<file path="src/sv/bcrf_pkg.sv">
// Package with shared constants and types of the budget change report filter.
`timescale 1ns / 1ps

package bcrf_pkg;

    localparam int DEF_COUNT_WIDTH = 32;
    localparam int DEF_TIME_WIDTH  = 32;
    localparam int DEF_FRAC_BITS   = 16;

    localparam int CFG_INDEX_WIDTH = 2;
    localparam int OUT_DATA_WIDTH  = 8;

    localparam int THRESHOLD_RESET = 6554;
    localparam int INTERVAL_RESET  = 5;

    typedef enum logic [CFG_INDEX_WIDTH-1:0] {
        CFG_CHANGE_THRESHOLD = 2'd0,
        CFG_CONN_CAPACITY    = 2'd1,
        CFG_FETCH_CAPACITY   = 2'd2,
        CFG_MIN_INTERVAL     = 2'd3
    } cfg_reg_t;

endpackage

</file>
<file path="src/sv/budget_change_report_filter_unit.sv">
// Send-on-delta filter that decides which budget samples are written out.
// A beat is taken into the input registers and moves on into the result registers.
// Throughput: one beat per cycle unless the output stalls; the decision and the state update
// of the confirmed and attempted samples happen together between input and result registers.
// Reset: asynchronous, active low; clears the held-sample flags and loads the register defaults.
// After reset the block accepts beats at once.
`timescale 1ns / 1ps

module budget_change_report_filter_unit
    import bcrf_pkg::*;
#(
    parameter int COUNT_WIDTH = DEF_COUNT_WIDTH,
    parameter int TIME_WIDTH  = DEF_TIME_WIDTH,
    parameter int FRAC_BITS   = DEF_FRAC_BITS,
    localparam int THR_WIDTH     = FRAC_BITS + 1,
    localparam int IN_BITS       = 2 * COUNT_WIDTH + TIME_WIDTH + 1,
    localparam int IN_DATA_WIDTH = ((IN_BITS + 7) / 8) * 8,
    localparam int CW_A          = (THR_WIDTH > COUNT_WIDTH) ? THR_WIDTH : COUNT_WIDTH,
    localparam int CFG_WIDTH     = (CW_A > TIME_WIDTH) ? CW_A : TIME_WIDTH
)
(
    input  logic                       clk,
    input  logic                       rst_n,
    // Fields from bit 0 up: connection count, fetch count, tick, write success, zero fill.
    input  logic [IN_DATA_WIDTH-1:0]   s_axis_tdata,
    // Fields from bit 0 up: fetch presence flag.
    input  logic                       s_axis_tuser,
    input  logic                       s_axis_tvalid,
    output logic                       s_axis_tready,
    // Fields from bit 0 up: attempt, published, zero fill.
    output logic [OUT_DATA_WIDTH-1:0]  m_axis_tdata,
    output logic                       m_axis_tvalid,
    input  logic                       m_axis_tready,
    input  logic                       cfg_we,
    input  logic [CFG_INDEX_WIDTH-1:0] cfg_index,
    input  logic [CFG_WIDTH-1:0]       cfg_data
);

    localparam int PROD_WIDTH = COUNT_WIDTH + FRAC_BITS + 1;

    logic [THR_WIDTH-1:0]   change_threshold_reg;
    logic [COUNT_WIDTH-1:0] conn_capacity_reg;
    logic [COUNT_WIDTH-1:0] fetch_capacity_reg;
    logic [TIME_WIDTH-1:0]  min_interval_reg;

    logic                   in_valid_reg;
    logic [COUNT_WIDTH-1:0] in_conn_reg;
    logic                   in_fetch_on_reg;
    logic [COUNT_WIDTH-1:0] in_fetch_reg;
    logic [TIME_WIDTH-1:0]  in_now_reg;
    logic                   in_ok_reg;

    logic                   confirmed_valid_reg;
    logic [COUNT_WIDTH-1:0] confirmed_conn_reg;
    logic                   confirmed_fetch_on_reg;
    logic [COUNT_WIDTH-1:0] confirmed_fetch_reg;
    logic [TIME_WIDTH-1:0]  confirmed_time_reg;

    logic                   attempted_valid_reg;
    logic [COUNT_WIDTH-1:0] attempted_conn_reg;
    logic                   attempted_fetch_on_reg;
    logic [COUNT_WIDTH-1:0] attempted_fetch_reg;
    logic [TIME_WIDTH-1:0]  attempted_time_reg;
    logic                   attempted_success_reg;

    logic                   out_valid_reg;
    logic                   attempt_reg;
    logic                   published_reg;

    logic                   fire;
    logic                   accept;
    logic                   same_as_attempted;
    logic                   conn_diff;
    logic                   fetch_diff;
    logic                   conn_exceeds;
    logic                   fetch_exceeds;
    logic                   conn_refill;
    logic                   fetch_refill;
    logic [TIME_WIDTH-1:0]  since_confirmed;
    logic [TIME_WIDTH-1:0]  since_attempted;
    logic                   wants_write;
    logic                   go_next;

    function automatic logic exceeds(
        input logic [COUNT_WIDTH-1:0] old_val,
        input logic [COUNT_WIDTH-1:0] cur_val,
        input logic [THR_WIDTH-1:0]   thr
    );
        logic [COUNT_WIDTH-1:0] diff;
        logic [PROD_WIDTH-1:0]  lhs;
        logic [PROD_WIDTH-1:0]  rhs;
        diff = (old_val > cur_val) ? (old_val - cur_val) : (cur_val - old_val);
        lhs  = {1'b0, diff, {FRAC_BITS{1'b0}}};
        rhs  = PROD_WIDTH'(PROD_WIDTH'(thr) * PROD_WIDTH'(old_val));
        return (old_val != cur_val) &&
               ((old_val == '0) || (cur_val == '0) || (lhs >= rhs));
    endfunction

    assign fire          = in_valid_reg && (!out_valid_reg || m_axis_tready);
    assign s_axis_tready = !in_valid_reg || !out_valid_reg || m_axis_tready;
    assign accept        = s_axis_tvalid && s_axis_tready;

    always_comb
    begin
        same_as_attempted = attempted_valid_reg &&
                            (attempted_conn_reg == in_conn_reg) &&
                            (attempted_fetch_on_reg == in_fetch_on_reg) &&
                            (attempted_fetch_reg == in_fetch_reg);
        conn_diff  = confirmed_conn_reg != in_conn_reg;
        fetch_diff = (confirmed_fetch_on_reg != in_fetch_on_reg) ||
                     (confirmed_fetch_on_reg && (confirmed_fetch_reg != in_fetch_reg));
        conn_exceeds  = exceeds(confirmed_conn_reg, in_conn_reg, change_threshold_reg);
        fetch_exceeds = confirmed_fetch_on_reg &&
                        exceeds(confirmed_fetch_reg, in_fetch_reg, change_threshold_reg);
        conn_refill   = (conn_capacity_reg != '0) && (in_conn_reg == conn_capacity_reg) &&
                        (confirmed_conn_reg != conn_capacity_reg);
        fetch_refill  = confirmed_fetch_on_reg && (fetch_capacity_reg != '0) &&
                        (in_fetch_reg == fetch_capacity_reg) &&
                        (confirmed_fetch_reg != fetch_capacity_reg);
        since_confirmed = in_now_reg - confirmed_time_reg;
        since_attempted = in_now_reg - attempted_time_reg;

        if (!confirmed_valid_reg)
        begin
            wants_write = 1'b1;
        end
        else if (!conn_diff && !fetch_diff)
        begin
            wants_write = 1'b0;
        end
        else
        begin
            wants_write = conn_exceeds || fetch_exceeds || conn_refill || fetch_refill ||
                          (confirmed_fetch_on_reg != in_fetch_on_reg) ||
                          (since_confirmed >= min_interval_reg);
        end

        if (same_as_attempted)
        begin
            go_next = !attempted_success_reg && (since_attempted >= min_interval_reg);
        end
        else
        begin
            go_next = wants_write;
        end
    end

    always_ff @(posedge clk or negedge rst_n)
    begin
        if (!rst_n)
        begin
            change_threshold_reg <= THR_WIDTH'(THRESHOLD_RESET);
            conn_capacity_reg    <= '0;
            fetch_capacity_reg   <= '0;
            min_interval_reg     <= TIME_WIDTH'(INTERVAL_RESET);
        end
        else if (cfg_we)
        begin
            case (cfg_reg_t'(cfg_index))
                CFG_CHANGE_THRESHOLD: change_threshold_reg <= cfg_data[THR_WIDTH-1:0];
                CFG_CONN_CAPACITY:    conn_capacity_reg    <= cfg_data[COUNT_WIDTH-1:0];
                CFG_FETCH_CAPACITY:   fetch_capacity_reg   <= cfg_data[COUNT_WIDTH-1:0];
                CFG_MIN_INTERVAL:     min_interval_reg     <= cfg_data[TIME_WIDTH-1:0];
                default:              ;
            endcase
        end
    end

    always_ff @(posedge clk or negedge rst_n)
    begin
        if (!rst_n)
        begin
            in_valid_reg <= 1'b0;
        end
        else
        begin
            if (accept)
            begin
                in_valid_reg <= 1'b1;
            end
            else if (fire)
            begin
                in_valid_reg <= 1'b0;
            end
        end
    end

    always_ff @(posedge clk)
    begin
        if (accept)
        begin
            in_conn_reg     <= s_axis_tdata[COUNT_WIDTH-1:0];
            in_fetch_reg    <= s_axis_tdata[2*COUNT_WIDTH-1:COUNT_WIDTH];
            in_now_reg      <= s_axis_tdata[2*COUNT_WIDTH+TIME_WIDTH-1:2*COUNT_WIDTH];
            in_ok_reg       <= s_axis_tdata[2*COUNT_WIDTH+TIME_WIDTH];
            in_fetch_on_reg <= s_axis_tuser;
        end
    end

    always_ff @(posedge clk or negedge rst_n)
    begin
        if (!rst_n)
        begin
            out_valid_reg       <= 1'b0;
            confirmed_valid_reg <= 1'b0;
            attempted_valid_reg <= 1'b0;
        end
        else
        begin
            if (fire)
            begin
                out_valid_reg <= 1'b1;
            end
            else if (m_axis_tready)
            begin
                out_valid_reg <= 1'b0;
            end
            if (fire && go_next)
            begin
                attempted_valid_reg <= 1'b1;
                if (in_ok_reg)
                begin
                    confirmed_valid_reg <= 1'b1;
                end
            end
        end
    end

    always_ff @(posedge clk)
    begin
        if (fire)
        begin
            attempt_reg   <= go_next;
            published_reg <= go_next && in_ok_reg;
            if (go_next)
            begin
                attempted_conn_reg     <= in_conn_reg;
                attempted_fetch_on_reg <= in_fetch_on_reg;
                attempted_fetch_reg    <= in_fetch_reg;
                attempted_time_reg     <= in_now_reg;
                attempted_success_reg  <= in_ok_reg;
                if (in_ok_reg)
                begin
                    confirmed_conn_reg     <= in_conn_reg;
                    confirmed_fetch_on_reg <= in_fetch_on_reg;
                    confirmed_fetch_reg    <= in_fetch_reg;
                    confirmed_time_reg     <= in_now_reg;
                end
            end
        end
    end

    assign m_axis_tvalid = out_valid_reg;
    assign m_axis_tdata  = {{(OUT_DATA_WIDTH-2){1'b0}}, published_reg, attempt_reg};

`ifndef SYNTHESIS
    a_published_needs_attempt: assert property (@(posedge clk) disable iff (!rst_n)
        m_axis_tvalid |-> (attempt_reg || !published_reg))
        else $error("published result without an attempt");

    a_confirm_after_success: assert property (@(posedge clk) disable iff (!rst_n)
        (fire && go_next && in_ok_reg) |=> (confirmed_valid_reg && attempted_success_reg))
        else $error("successful write did not confirm the sample");

    a_confirmed_implies_attempted: assert property (@(posedge clk) disable iff (!rst_n)
        confirmed_valid_reg |-> attempted_valid_reg)
        else $error("confirmed sample without an attempted sample");

    a_stall_only_when_full: assert property (@(posedge clk) disable iff (!rst_n)
        !s_axis_tready |-> (in_valid_reg && out_valid_reg && !m_axis_tready))
        else $error("input stalled while the pipeline has room");
`endif

endmodule
</file>
<file path="config.mk">
export PLATFORM = sky130hd
export DESIGN_NAME = budget_change_report_filter_unit
export DESIGN_NICKNAME = d
export VERILOG_FILES = /design/src/sv/bcrf_pkg.sv /design/src/sv/budget_change_report_filter_unit.sv
export SDC_FILE = /design/constraint.sdc
export NUM_CORES = 2
export LEC_CHECK = 0
export BUFFER_PORTS_ARGS = -buffer_cell sky130_fd_sc_hd__buf_4
export CORE_MARGIN = 3
export CORE_UTILIZATION = 45
export CTS_BUF_LIST = sky130_fd_sc_hd__clkbuf_8
export CTS_CLUSTER_SIZE = 10
export DETAILED_ROUTE_END_ITERATION = 10
export PLACE_DENSITY = 0.65
export SLEW_MARGIN = 25
export SYNTH_ARGS = -nofsm -noshare
export SYNTH_HDL_FRONTEND = slang
export SYNTH_SLANG_ARGS = --single-unit
</file>
<file path="constraint.sdc">
create_clock -name clk -period 14.25 [get_ports clk]
set_clock_uncertainty 0.15 [all_clocks]
set_input_delay 1.425 -clock clk [delete_from_list [all_inputs] [get_ports clk]]
set_output_delay 1.425 -clock clk [all_outputs]
set_load 0.02 [all_outputs]
</file>
==> results.cfg <==
[setup_path]
crit_fanout = 58
crit_arrival_ns = 12.81
r2r.worst_path.cells = 34
crit_slowest_cell = dfstp_2
reg2reg_from = change_threshold_reg[7]
end_kind = flop
critPathKind = flop to flop
critical_path.endpoint = confirmed_conn_reg[16]
start_kind = flop
cp_common_cell = fa_1
cp.required_ns = 14.47
cp-startpoint = change_threshold_reg[7]
max_stage_delay_ns = 1.17
r2r_slack_ns = 1.66
r2r_end = confirmed_conn_reg[16]

[sta]
drv_slew = 0
slew_headroom_pct = 32.9
setup_tns_ns = 0
hold_viol_final = 0
setup_violations = 0
rsz0062_at_grt = no
worstMarginPinSlew_ns = 1.01
min_period_over_period_pct = 88.3
period_needed_ns = 12.59
fmax_mhz = 79.4

[global_routing]
grt_max_degree = 78
antenna_found_initial = 5
grt_pass1_vias = 50380
grt.total_usage_pct = 26.1
overflow = 0
grt_pass1_wl_um = 293000

[min_path]
min_path_type = flop to flop

[routing]
drc_errors = 0
ant_nets = 0
drt-total-wl_um = 189000
avgRoutedWirePerCell_um = 21.7
drt-pass1-iter-count = 6
vias = 48566
first_iter_violations = 3555
vias_per_cell = 5.59

[cts]
cts.sinks = 412
cts_htree_levels = 2
post_cts_resized = 0
cts_buffers = 61
cts_root_buf = clkbuf_8
clk_pin_slew_ns = 0.07
holdBufCountCts = 0
cts_tree = yes
cts_max_path_buffers = 3
insertion_delay_ns = 0.72
post_cts.repair.setup_buffers = 0

[logic_synthesis]
syn_inst = 6797
synth_top_area_share_pct = 28.8
synth-seq-area-share_pct = 18.8
yosysTopAreaCell = fa_1
avgSynthCellArea_um2 = 9.25
synthFlopType = edfxtp_1
synthArstFlopShare_pct = 28.4
synth_top_cells_by_count = inv_1, nand2_1, fa_1
synth_edf_count = 295
yosys-top-cells-area = fa_1, edfxtp_1, ha_1
synth_cell_types = 103
synth_area_um2 = 62900
yosysMostFrequentCell = inv_1
ys_warn_count = 0
synth_seq_cells = 412

[place]
gp_congestion = 0.960
port_buffers = 140
dp_cells = 8577
placedInstanceArea_um2 = 65700
dp_hpwl_um = 147000

[floorplanning]
initial_core_util_pct = 45.5
ios = 154
num_rows = 136
die-area_um2 = 144000
die_h_um = 380
dieWidth_um = 380
coreArea_um2 = 138000

[cells_and_area]
fin_cells = 8694
area_growth_pct = 6.73
drive_gt1_share_pct = 7.58
fin_area_um2 = 67100
nets = 8388
fillers = 13116
final_util_pct = 48.6

[status]
status = finished, final reports clean

[run]
maxCapViolations = 0
## worst min path at each step
| stage | startpoint | endpoint | cells past startpoint |
|---|---|---|---|
| after detailed placement | in_valid_reg | m_axis_tvalid | 1 |
| after CTS | in_now_reg[0] | attempted_time_reg[0] | 0 |
| final | in_now_reg[0] | attempted_time_reg[0] | 0 |
| after floorplan | attempted_valid_reg | attempted_valid_reg | 1 |
| after global routing | in_now_reg[0] | attempted_time_reg[0] | 0 |
| after global placement | in_valid_reg | m_axis_tvalid | 1 |
## logic make-up (layout without fill, tap and decap cells)
family                   count (synthesis)  in the layout  share of synthesized area, %
AND/OR/NAND/NOR                       1784           1784                          13.6
buffers and inverters                 1639           1667                          9.95
other                                    1              7                       0.00597
adder cells (fa/ha/maj)               1466           1466                          40.0
AO/OA/AOI/OAI                          984            984                          10.1
multiplexers                           146            146                          2.57
XOR/XNOR                               365            365                          5.09
flip-flops                             412            412                          18.8
## worst max-delay path, delay by kind of cell (launching register included)
family / cells / cell delay, ns
AO/OA/AOI/OAI: 13 / 3.95
adder cells (fa/ha/maj): 8 / 3.58
AND/OR/NAND/NOR: 6 / 1.80
buffers and inverters: 6 / 1.31
flip-flops: 1 / 1.17
XOR/XNOR: 1 / 0.18
## cell usage in the layout (no fill, tap or decap), drive strengths merged, types with 9 or more instances in the layout
cell,n
inv,1325
nand2,916
fa,904
ha,562
and2,338
a21oi,330
edfxtp,295
xnor2,261
buf,246
o21ai,184
a21o,146
nor2,134
mux2,124
dfrtp,108
nand4,107
xor2,104
nor4,74
clkbuf,73
o21bai,57
nand3,48
nor3,42
nand2b,34
a31oi,30
nor2b,27
o21a,27
a211oi,27
mux2i,22
and3,22
o211ai,20
o31ai,16
clkinv,15
a21boi,13
a221o,10
o2111ai,10
o22ai,10
a2111oi,10
and4,9
dfstp,9
## final cells by class
| cell class | count | area (um^2) | share of cell area (%) |
|---|---|---|---|
| timing repair buffer | 246 | 1870 | 2.79 |
| sequential | 412 | 11800 | 17.6 |
| multi-input combinational | 4751 | 44900 | 66.9 |
| tap | 1863 | 2330 | 3.47 |
| inverter | 1306 | 4900 | 7.31 |
| antenna | 1 | 2.50 | 0.00373 |
| clock inverter | 42 | 308 | 0.459 |
| clock buffer | 73 | 1000 | 1.50 |
## stage by stage
| step | worst slack [ns] | hold slack, ns |
|---|---|---|
| 6_report | 1.66 | 0.311 |
| 5_1_grt | 1.18 | 0.342 |
| 4_1_cts | 1.82 | 0.329 |
| 3_5_place_dp | 1.93 | 0.343 |
| 3_3_place_gp | 2.01 | 0.322 |
| 2_1_floorplan | 3.43 | 0.272 |
## routing by layer
metal | routed length (um) | global-route usage, % | up-vias | part of all wire [%]
met5 | 0 | 0 | - | 0
met2 | 87900 | 43.3 | 1806 | 47
met4 | 7660 | 8.86 | 0 | 4.1
met1 | 79300 | 35.3 | 24708 | 42
met3 | 13700 | 3.35 | 385 | 7.3
li1 | - | - | 21667 | -
Power is left out: the tool's default activity adds up to more than one toggle a clock period on the data nets, which glitch-free logic cannot reach.
